--- config.mk ---
export PLATFORM = sky130hd
export DESIGN_NAME = light_sensor_led_qualifier
export DESIGN_NICKNAME = d
export VERILOG_FILES = /design/src/hdl/lslq_pkg.sv /design/src/hdl/lslq_cfg_regs.sv /design/src/hdl/lslq_in_reg.sv /design/src/hdl/lslq_core.sv /design/src/hdl/light_sensor_led_qualifier.sv
export SDC_FILE = /design/constraint.sdc
export NUM_CORES = 1
export LEC_CHECK = 0
export BUFFER_PORTS_ARGS = -buffer_cell sky130_fd_sc_hd__buf_2
export CORE_UTILIZATION = 38
export DETAILED_ROUTE_END_ITERATION = 7
export PLACE_DENSITY_LB_ADDON = 0.25
export SYNTH_ARGS = -nofsm -noshare
export SYNTH_HDL_FRONTEND = slang
export SYNTH_SLANG_ARGS = --single-unit
--- constraint.sdc ---
create_clock -name clk -period 3.1 [get_ports clk]
set_input_delay 0.62 -clock clk [delete_from_list [all_inputs] [get_ports clk]]
set_output_delay 0.62 -clock clk [all_outputs]
set_load 0.03 [all_outputs]
--- src/hdl/lslq_pkg.sv ---
// Package for the light sensor LED qualifier: command codes, qualification
// states, register indexes, reset values and the structs shared by the modules.
// No dependencies.
`timescale 1ns / 1ps

package lslq_pkg;

  // command codes carried in the mode field
  localparam logic [1:0] MODE_ON     = 2'd0;
  localparam logic [1:0] MODE_DETECT = 2'd1;
  localparam logic [1:0] MODE_OFF    = 2'd2;

  // configuration register indexes
  localparam logic [1:0] REG_DARK_THRESHOLD   = 2'd0;
  localparam logic [1:0] REG_BRIGHT_THRESHOLD = 2'd1;
  localparam logic [1:0] REG_QUALIFY_COUNT    = 2'd2;

  localparam int unsigned CFG_INDEX_W = 2;
  localparam int unsigned CFG_DATA_W  = 8;
  localparam int unsigned SAMPLE_W    = 8;
  localparam int unsigned RUN_W       = 5;

  localparam logic [SAMPLE_W-1:0] DARK_THRESHOLD_RST   = 8'hA0;
  localparam logic [SAMPLE_W-1:0] BRIGHT_THRESHOLD_RST = 8'hA8;
  localparam logic [RUN_W-1:0]    QUALIFY_COUNT_RST    = 5'd20;

  typedef enum logic [1:0] {
    QS_NONE = 2'd0,
    QS_QUAL = 2'd1,
    QS_LOCK = 2'd2
  } qual_state_t;

  typedef struct packed {
    logic [SAMPLE_W-1:0] dark_threshold;
    logic [SAMPLE_W-1:0] bright_threshold;
    logic [RUN_W-1:0]    qualify_count;
  } cfg_t;

  typedef struct packed {
    logic [1:0]          mode;
    logic [SAMPLE_W-1:0] sample;
    logic                in_call;
  } item_t;

  typedef struct packed {
    logic camera_led;
    logic door_led;
    logic night_led;
    logic locked;
  } result_t;

endpackage

--- src/hdl/lslq_cfg_regs.sv ---
// Configuration register file: thresholds and qualify count.
// Depends on lslq_pkg.
`timescale 1ns / 1ps

module lslq_cfg_regs (
  input  logic                           clk,
  input  logic                           rst,
  input  logic                           cfg_we,
  input  logic [lslq_pkg::CFG_INDEX_W-1:0] cfg_index,
  input  logic [lslq_pkg::CFG_DATA_W-1:0]  cfg_data,
  output lslq_pkg::cfg_t                 cfg
);
  import lslq_pkg::*;

  always_ff @(posedge clk) begin
    if (rst) begin
      cfg.dark_threshold   <= DARK_THRESHOLD_RST;
      cfg.bright_threshold <= BRIGHT_THRESHOLD_RST;
      cfg.qualify_count    <= QUALIFY_COUNT_RST;
    end else if (cfg_we) begin
      unique case (cfg_index)
        REG_DARK_THRESHOLD:   cfg.dark_threshold   <= cfg_data;
        REG_BRIGHT_THRESHOLD: cfg.bright_threshold <= cfg_data;
        REG_QUALIFY_COUNT:    cfg.qualify_count    <= cfg_data[RUN_W-1:0];
        default: ; // unused index, write dropped
      endcase
    end
  end

endmodule

--- src/hdl/lslq_in_reg.sv ---
// Input register stage: captures one transaction and holds it until the
// core takes it. Depends on lslq_pkg.
`timescale 1ns / 1ps

module lslq_in_reg (
  input  logic            clk,
  input  logic            rst,
  input  logic            in_valid,
  output logic            in_stall,
  input  lslq_pkg::item_t in_item,
  output logic            pipe_valid,
  output lslq_pkg::item_t pipe_item,
  input  logic            take
);
  import lslq_pkg::*;

  logic load;

  assign in_stall = pipe_valid & ~take;
  assign load     = in_valid & ~in_stall;

  always_ff @(posedge clk) begin
    if (rst) begin
      pipe_valid <= 1'b0;
    end else if (load) begin
      pipe_valid <= 1'b1;
    end else if (take) begin
      pipe_valid <= 1'b0;
    end
  end

  always_ff @(posedge clk) begin
    if (load) begin
      pipe_item <= in_item;
    end
  end

endmodule

--- src/hdl/lslq_core.sv ---
// Qualifier core: hysteresis flag, debounce run counter, qualification state,
// lamp registers and the result register. Depends on lslq_pkg.
`timescale 1ns / 1ps

module lslq_core (
  input  logic             clk,
  input  logic             rst,
  input  lslq_pkg::cfg_t   cfg,
  input  logic             pipe_valid,
  input  lslq_pkg::item_t  pipe_item,
  output logic             take,
  output logic             out_valid,
  input  logic             out_stall,
  output lslq_pkg::result_t result
);
  import lslq_pkg::*;

  logic             dark_flag, dark_flag_next;
  logic [RUN_W-1:0] dark_run, dark_run_next;
  qual_state_t      qstate, qstate_next;
  logic             camera_led, camera_led_next;
  logic             door_led, door_led_next;
  logic             night_led, night_led_next;

  logic             flag_set;
  logic [RUN_W-1:0] run_inc;

  assign take = pipe_valid & (~out_valid | ~out_stall);

  always_comb begin
    dark_flag_next  = dark_flag;
    dark_run_next   = dark_run;
    qstate_next     = qstate;
    camera_led_next = camera_led;
    door_led_next   = door_led;
    night_led_next  = night_led;

    // hysteresis: below dark sets, then above bright clears
    flag_set = (pipe_item.sample < cfg.dark_threshold) ? 1'b1 : dark_flag;
    if (flag_set && (pipe_item.sample > cfg.bright_threshold)) begin
      flag_set = 1'b0;
    end
    // run < count <= 31, so the increment never wraps
    run_inc = (dark_run < cfg.qualify_count) ? dark_run + 1'b1 : dark_run;

    unique case (pipe_item.mode)
      MODE_ON: begin
        if (qstate == QS_QUAL) begin
          camera_led_next = 1'b1;
          qstate_next     = QS_LOCK;
        end
      end
      MODE_DETECT: begin
        if (qstate != QS_LOCK) begin
          dark_flag_next = flag_set;
          if (flag_set) begin
            dark_run_next = run_inc;
            if (run_inc >= cfg.qualify_count) begin
              night_led_next = 1'b1;
              if (pipe_item.in_call) begin
                camera_led_next = 1'b1;
                door_led_next   = 1'b1;
                qstate_next     = QS_LOCK;
              end else begin
                door_led_next = 1'b0;
                qstate_next   = QS_QUAL;
              end
            end
          end else begin
            dark_run_next  = '0;
            qstate_next    = QS_NONE;
            night_led_next = 1'b0;
            door_led_next  = 1'b0;
          end
        end
      end
      MODE_OFF: begin
        dark_run_next   = '0;
        qstate_next     = QS_NONE;
        camera_led_next = 1'b0;
      end
      default: ; // unused code: state holds
    endcase
  end

  always_ff @(posedge clk) begin
    if (rst) begin
      dark_flag  <= 1'b0;
      dark_run   <= '0;
      qstate     <= QS_NONE;
      camera_led <= 1'b0;
      door_led   <= 1'b0;
      night_led  <= 1'b0;
      out_valid  <= 1'b0;
    end else begin
      if (take) begin
        dark_flag  <= dark_flag_next;
        dark_run   <= dark_run_next;
        qstate     <= qstate_next;
        camera_led <= camera_led_next;
        door_led   <= door_led_next;
        night_led  <= night_led_next;
        out_valid  <= 1'b1;
      end else if (~out_stall) begin
        out_valid <= 1'b0;
      end
    end
  end

  // result payload, loaded with the state it reflects
  always_ff @(posedge clk) begin
    if (take) begin
      result.camera_led <= camera_led_next;
      result.door_led   <= door_led_next;
      result.night_led  <= night_led_next;
      result.locked     <= (qstate_next == QS_LOCK);
    end
  end

endmodule

--- src/hdl/light_sensor_led_qualifier.sv ---
// Top level of the light sensor LED qualifier: config registers, input
// register and qualifier core. Depends on lslq_pkg and the lslq_* modules.
//
//   channel  | handshake              | payload
//   ---------+------------------------+----------------------------------------
//   in       | in_valid / in_stall    | mode, sample, in_call
//   out      | out_valid / out_stall  | camera_led, door_led, night_led, locked
//   cfg      | cfg_we (no stall)      | cfg_index, cfg_data
//
// One transaction per cycle sustained while out_stall is low. A transaction is
// captured in the input register; when the core takes it, the qualifier update
// runs and loads the result register, which presents the result until the
// receiver takes it.
// The result register is the only point of backpressure: out_stall holds it,
// the input register then fills and in_stall rises until the result is taken.
// rst is synchronous, active high: thresholds return to 160/168, qualify
// count to 20, and all flags, counters, lamps and valids clear.
`timescale 1ns / 1ps

module light_sensor_led_qualifier (
  input  logic                             clk,
  input  logic                             rst,
  // configuration write port
  input  logic                             cfg_we,
  input  logic [lslq_pkg::CFG_INDEX_W-1:0] cfg_index,
  input  logic [lslq_pkg::CFG_DATA_W-1:0]  cfg_data,
  // input transactions
  input  logic                             in_valid,
  output logic                             in_stall,
  input  logic [1:0]                       mode,
  input  logic [lslq_pkg::SAMPLE_W-1:0]    sample,
  input  logic                             in_call,
  // result transactions
  output logic                             out_valid,
  input  logic                             out_stall,
  output logic                             camera_led,
  output logic                             door_led,
  output logic                             night_led,
  output logic                             locked
);
  import lslq_pkg::*;

  cfg_t    cfg;
  item_t   in_item;
  item_t   pipe_item;
  result_t result;
  logic    pipe_valid;
  logic    take;

  assign in_item.mode    = mode;
  assign in_item.sample  = sample;
  assign in_item.in_call = in_call;

  lslq_cfg_regs u_cfg_regs (
    .clk       (clk),
    .rst       (rst),
    .cfg_we    (cfg_we),
    .cfg_index (cfg_index),
    .cfg_data  (cfg_data),
    .cfg       (cfg)
  );

  // one-deep input stage; frees itself whenever the core takes its item
  lslq_in_reg u_in_reg (
    .clk        (clk),
    .rst        (rst),
    .in_valid   (in_valid),
    .in_stall   (in_stall),
    .in_item    (in_item),
    .pipe_valid (pipe_valid),
    .pipe_item  (pipe_item),
    .take       (take)
  );

  // state update and result register
  lslq_core u_core (
    .clk        (clk),
    .rst        (rst),
    .cfg        (cfg),
    .pipe_valid (pipe_valid),
    .pipe_item  (pipe_item),
    .take       (take),
    .out_valid  (out_valid),
    .out_stall  (out_stall),
    .result     (result)
  );

  assign camera_led = result.camera_led;
  assign door_led   = result.door_led;
  assign night_led  = result.night_led;
  assign locked     = result.locked;

endmodule

### Word level (Yosys, flattened, before mapping)

Index checks and enable logic that the tools add are counted.

* register bits: 49
* input port bits: 26
* logic and storage cells: 81

* add/subtract/negate cells: 1
* order comparisons: 4
* equal/unequal tests: 9
* mux-type cells: 31
* bitwise gates (word level): 8
* reductions and logical operators: 10

Operators with widths (number)
* $mux 1: 20
* $mux 5: 3
* $mux 2: 5
* $pmux 5 s2: 1
* $gt 8x8->1: 1
* $lt 8x8->1: 1
* $eq 2x1->1 const B: 3
* $eq 2x2->1 const B: 3
* $pmux 2 s3: 1
* $reduce_and 2->1: 3
* $reduce_and 3->1: 2
* $add 5x1->5 const B: 1
* $ge 5x5->1: 1
* $lt 5x5->1: 1
* $logic_not 2->1: 2
* $ne 2x1->1 const B: 2
* $not 1->1: 4
* $reduce_bool 2->1: 2
* $and 1x1->1: 3
* $pmux 1 s3: 1
* $ne 2x2->1 const B: 1
* $logic_and 1x1->1: 1
* $or 1x1->1: 1

### Depth between registers and ports, before layout

* depth after elaboration: 8
* mapped depth: 16

### By module

From an unflattened synthesis, not the netlist that was laid out.

* cell total of the unflattened synthesis: 283
* area total of the unflattened synthesis: 2775.2 µm²

Modules (own cells, without submodules)
* lslq_core: instances 1, cells each 183, area an instance 1519.0 µm²
* lslq_cfg_regs: instances 1, cells each 85, area an instance 875.8 µm²
* lslq_in_reg: instances 1, cells each 15, area an instance 380.4 µm²

### Worst setup path after synthesis

OpenSTA, ideal clock, no wires.

* path type: flip-flop to flip-flop
* start: register u_core.dark_run[2]
* end: register u_core.result[0] (netlist name)
* data arrival time: 2.831 ns
* required time: 2.842 ns
* path slack: 0.011 ns
* stages on the path, launching flop included: 16
* path buffers: 1
* period minus slack after synthesis: 3.089 ns
* cell sequence: dfxtp_1 -> ha_1 -> a21o_1 -> a31oi_1 -> o21ai_1 -> nor2_1 -> xnor2_1 -> inv_1 -> ha_1 -> a21oi_1 -> nand2_1 -> a211o_1 -> buf_2 -> nand2_1 -> o211ai_1 -> o221a_2

* longest elaborated chain between the ends: 8
* elaborated cells between the ends (all ways): 9

RTL lines
* from (decl): line lslq_core.sv:19 `logic [RUN_W-1:0] dark_run, dark_run_next;`
* from (signal assigned): line lslq_core.sv:98 `dark_run <= dark_run_next;`
* $add 5x1->5 or $lt 5x5->1 (tied branches): line lslq_core.sv:44 `run_inc = (dark_run < cfg.qualify_count) ? dark_run + 1'b1 : dark_run;`
* $mux 5 (*): line lslq_core.sv:44
* $ge 5x5->1 (*): line lslq_core.sv:58 `if (run_inc >= cfg.qualify_count) begin`
* $mux 2 (*): line lslq_core.sv:58
* $mux 2 (*): line lslq_core.sv:56 `if (flag_set) begin`
* $mux 2 (*): line lslq_core.sv:54 `if (qstate != QS_LOCK) begin`
* $pmux 2 s3 (*): line lslq_core.sv:46 `unique case (pipe_item.mode)`
* $eq 2x2->1 (*): line lslq_core.sv:116 `result.locked <= (qstate_next == QS_LOCK);`

Mark *: on every way between the ends. The rest lies on a longest branch, timed or not.
A chain may end at the register's enable or synchronous reset.

### Worst setup path in the final report

* start: register u_cfg_regs.cfg[2] (netlist name)
* end: register u_core.qstate[1]

* longest elaborated chain between the ends: 7

RTL lines
* $lt 5x5->1: line lslq_core.sv:44
* $mux 5: line lslq_core.sv:44
* $ge 5x5->1 (*): line lslq_core.sv:58
* $mux 2 (*): line lslq_core.sv:58
* $mux 2 (*): line lslq_core.sv:56
* $mux 2 (*): line lslq_core.sv:54
* $pmux 2 s3 (*): line lslq_core.sv:46
* to (signal assigned): line lslq_core.sv:99 `qstate <= qstate_next;`
* to (decl): line lslq_core.sv:20 `qual_state_t qstate, qstate_next;`

Marks and branches as above.

==> metrics <==
final worst slack=around 0.14 ns; Vias/cell=approximately 5.1; CP Capture Type=flop; Finish-stage setup viols=0; core area=roughly 6500 um2; diode count=0; clock skew=0.00704 ns; clock slew at reported path FFs=about 0.09 ns; Async SR Flop Fraction=0%; DRT antenna net count=0; Synth Cell Area=about 2600 um2; max_cap viols=0; final core occ=47.0%; R2R Path Start=u_cfg_regs.cfg[2]$_SDFFE_PP1P_; nets@finish=376; R2R Path End=u_core.qstate[1]$_SDFFE_PP0P_; Std-Cell Rows=29; WP buf/inv=2; Internal=roughly 0.0009 W; worst-path cell chain=inv_2 -> ha_4 -> a21o_1 -> a31oi_2 -> o21ai_2 -> buf_4 -> mux2_2 -> ha_1 -> nand4_1 -> a21oi_1 -> a211o_1 -> a21bo_2 -> a221o_1 -> a21oi_1; top-area cell type share of the netlist area=between 20% and 30%; sw frac=around 25%; Post-Route WL=a little over 5 mm; sequential fraction of the synthesis area=a little over two fifths; Power Density=between 400 and 500 nW/um2; P&R area growth vs syn=16.9%; Max Slew Vio Count=0; path depth of the worst reg2reg path=14; gr usage total=between 10% and 20%; Worst Max-Slew Pin Slew=~0.71 ns; final period utilization=between 90% and 100%; via count=2058; top cells by area, synth=dfxtp_1 (26%), edfxtp_1 (17%), ha_1 (12%), nor2_1 (4.5%), a21oi_1 (4.4%); Synth Area per Inst=between 9 and 10 um2; top cells by count, synth=dfxtp_1 (34), nor2_1 (31), nand2_1 (26), ha_1 (25), inv_1 (25); EDFF count, synth=15; worst setup path end=u_core.qstate[1]$_SDFFE_PP0P_; Sw Pwr=approximately 0.00031 W; Remaining Overflow, GRT=0; IO Pins=32; initial DRC count=85; FF-to-FF setup slack=0.14 ns; worst-skew pair later-pin latency=around 0.30 ns; WP data required=3.34 ns; Worst setup SP type=flop; Slowest Stage Delay on Critical Path=~0.34 ns; post-synth top area cell=dfxtp_1; Cell variety after synth=52; Fmax=about 340 MHz; clk buf depth=2; DR DRC count=0; Routability Congestion=around 0.83; CTS tree=done; delay-heaviest family, CP=compound AO/OA/AOI/OAI gates; #FFs+latches synth=49; cell count after synthesis=approximately 280; setup TNS=0 ns; Fin. Hold Viols=0; initial antenna violation count=0; initial core utilization=40.2%; logic gate share of total power=12.4%; hold_buf cts=0; status=complete, no violations; leakage power=around 1.4 nW; CP most frequent cell=a21oi_1; depth of the CTS H-tree=2; drt wl/cell=12.6 um; largest net degree at the start of global routing=26; number of buffers added on ports=31; die width=84.9 um; HP Class=input pin to flop; max_slew headroom=52.5%; crit path DAT=3.20 ns; TritonCTS sink count=between 40 and 50; Warnings, synthesis=0; layout cells sized above 1=a little over a fifth; CP Depth=14; first-pass GRT wire length=about 8.6 mm; number of global-route vias before repair=roughly 2000; part of the power in registers=between 50% and 60%; post-layout min period=between 2 and 3 ns; Detailed Routing Iterations Pass 1=6; worst vdd ir=about 0.2 mV; slowest CP cell=a211o_1; kind of critical path=flop to flop; Num CTS Buffers=5; count leader, synth=dfxtp_1; CP max FO=6; clock power share=31.0%; chip height=roughly 85 um; Setup crit start=u_cfg_regs.cfg[2]$_SDFFE_PP1P_; Layout fillers=628; Die ar.=7200 um2; Post-DP HPWL=between 3 and 4 mm; multi-input logic area=approximately 1400 um2; CTS Root Cell=clkbuf_8; prevailing post-synth register cell=dfxtp_1; register area=~1100 um2; worst slack, placed=-0.0447 ns; Net Count, Synth=between 300 and 400
## routing by layer
layer / track usage, % / up-vias / part of all wire [%] / wire (um)
met4: 5.08 / 0 / 1.4 / 72
met2: 26.4 / 22 / 49 / 2460
met3: 3.02 / 5 / 2.7 / 134
met1: 18.2 / 950 / 47 / 2380
li1: - / 1081 / - / -
met5: 0 / - / 0 / 0
## final cells by class
class	count	share of cell area, %
tap	77	3.16
timing repair buffer	41	7.55
sequential	49	37.2
clock buffer	6	2.71
inverter	26	3.20
multi-input combinational	202	45.9
clock inverter	1	0.246
## cells by family (layout without fill, tap and decap cells)
family / count (synthesis) / count (layout) / synth area share [%]
and+or+nand+nor: 96 / 96 / 18.2
AOI/OAI and AO/OA: 67 / 67 / 16.2
DFF: 49 / 49 / 43.4
buffers and inverters: 33 / 74 / 5.08
adders and majority gates: 25 / 25 / 12.0
muxes: 10 / 10 / 3.88
xor gates and xnor gates: 4 / 4 / 1.34
## timing repair
action                                  CTS  global route
gates resized for setup                   1            11
buffers inserted                          0             2
pin swaps                                 1             7
endpoints found under the setup margin    2             9
## sequential cells by signal, indices dropped and copies added (netlist names)
name                 cells
u_core.qstate            2
u_core.door_led          1
u_core.dark_flag         1
u_core.result            4
u_core.camera_led        1
u_core.night_led         1
u_cfg_regs.cfg          21
u_in_reg.pipe_valid      1
u_core.out_valid         1
u_in_reg.pipe_item      11
u_core.dark_run          5
## worst min path at each step
stage                                     startpoint                          endpoint  depth (start not counted)
floorplan           u_in_reg.pipe_valid$_SDFFE_PP0P_     u_core.out_valid$_SDFFE_PP0P_                          2
global placement    u_in_reg.pipe_valid$_SDFFE_PP0P_     u_core.out_valid$_SDFFE_PP0P_                          2
detailed placement  u_in_reg.pipe_valid$_SDFFE_PP0P_     u_core.out_valid$_SDFFE_PP0P_                          2
CTS                                        sample[0]   u_in_reg.pipe_item[1]$_DFFE_PP_                          1
global route                                 mode[1]  u_in_reg.pipe_item[10]$_DFFE_PP_                          1
finish                                     sample[4]   u_in_reg.pipe_item[5]$_DFFE_PP_                          1
## power groups by stage
stage / logic, W / registers, W / clock network [W]
2_1_floorplan: 0.000103 / 0.000715 / 0
3_3_place_gp: 0.000149 / 0.000713 / 0
3_5_place_dp: 0.000151 / 0.000713 / 0
4_1_cts: 0.000152 / 0.000698 / 0.000400
5_1_grt: 0.000175 / 0.000702 / 0.000419
6_report: 0.000152 / 0.000699 / 0.000382
## worst register-to-register path, stage by stage, from the launching register on
cell and delay [ns]:
dfxtp_2 0.33, inv_2 0.04, ha_4 0.24, a21o_1 0.17, a31oi_2 0.18, o21ai_2 0.09
buf_4 0.15, mux2_2 0.28, ha_1 0.28, nand4_1 0.09, a21oi_1 0.05, a211o_1 0.34
a21bo_2 0.24, a221o_1 0.31, a21oi_1 0.13
## placed cells by master, fill, tap and decap left out, types with 8 or more instances in the layout
cell,count
a21oi_1,22
buf_2,31
buf_4,10
dfxtp_1,31
edfxtp_1,15
ha_1,22
inv_1,24
mux2i_1,9
nand2_1,25
nand2b_1,8
nor2_1,30
o21ai_0,13
## metrics by stage
stage                     power, W  instances  hold slack [ns]  area (um2)
after floorplan           0.000818        284            0.451        2610
after global placement    0.000862        393            0.473        2890
after detailed placement  0.000865        393            0.481        2890
after CTS                  0.00125        400            0.478        2980
after global routing       0.00130        402            0.475        3050
final                      0.00123        402            0.490        3050
Power figures use the tool's default switching activity.
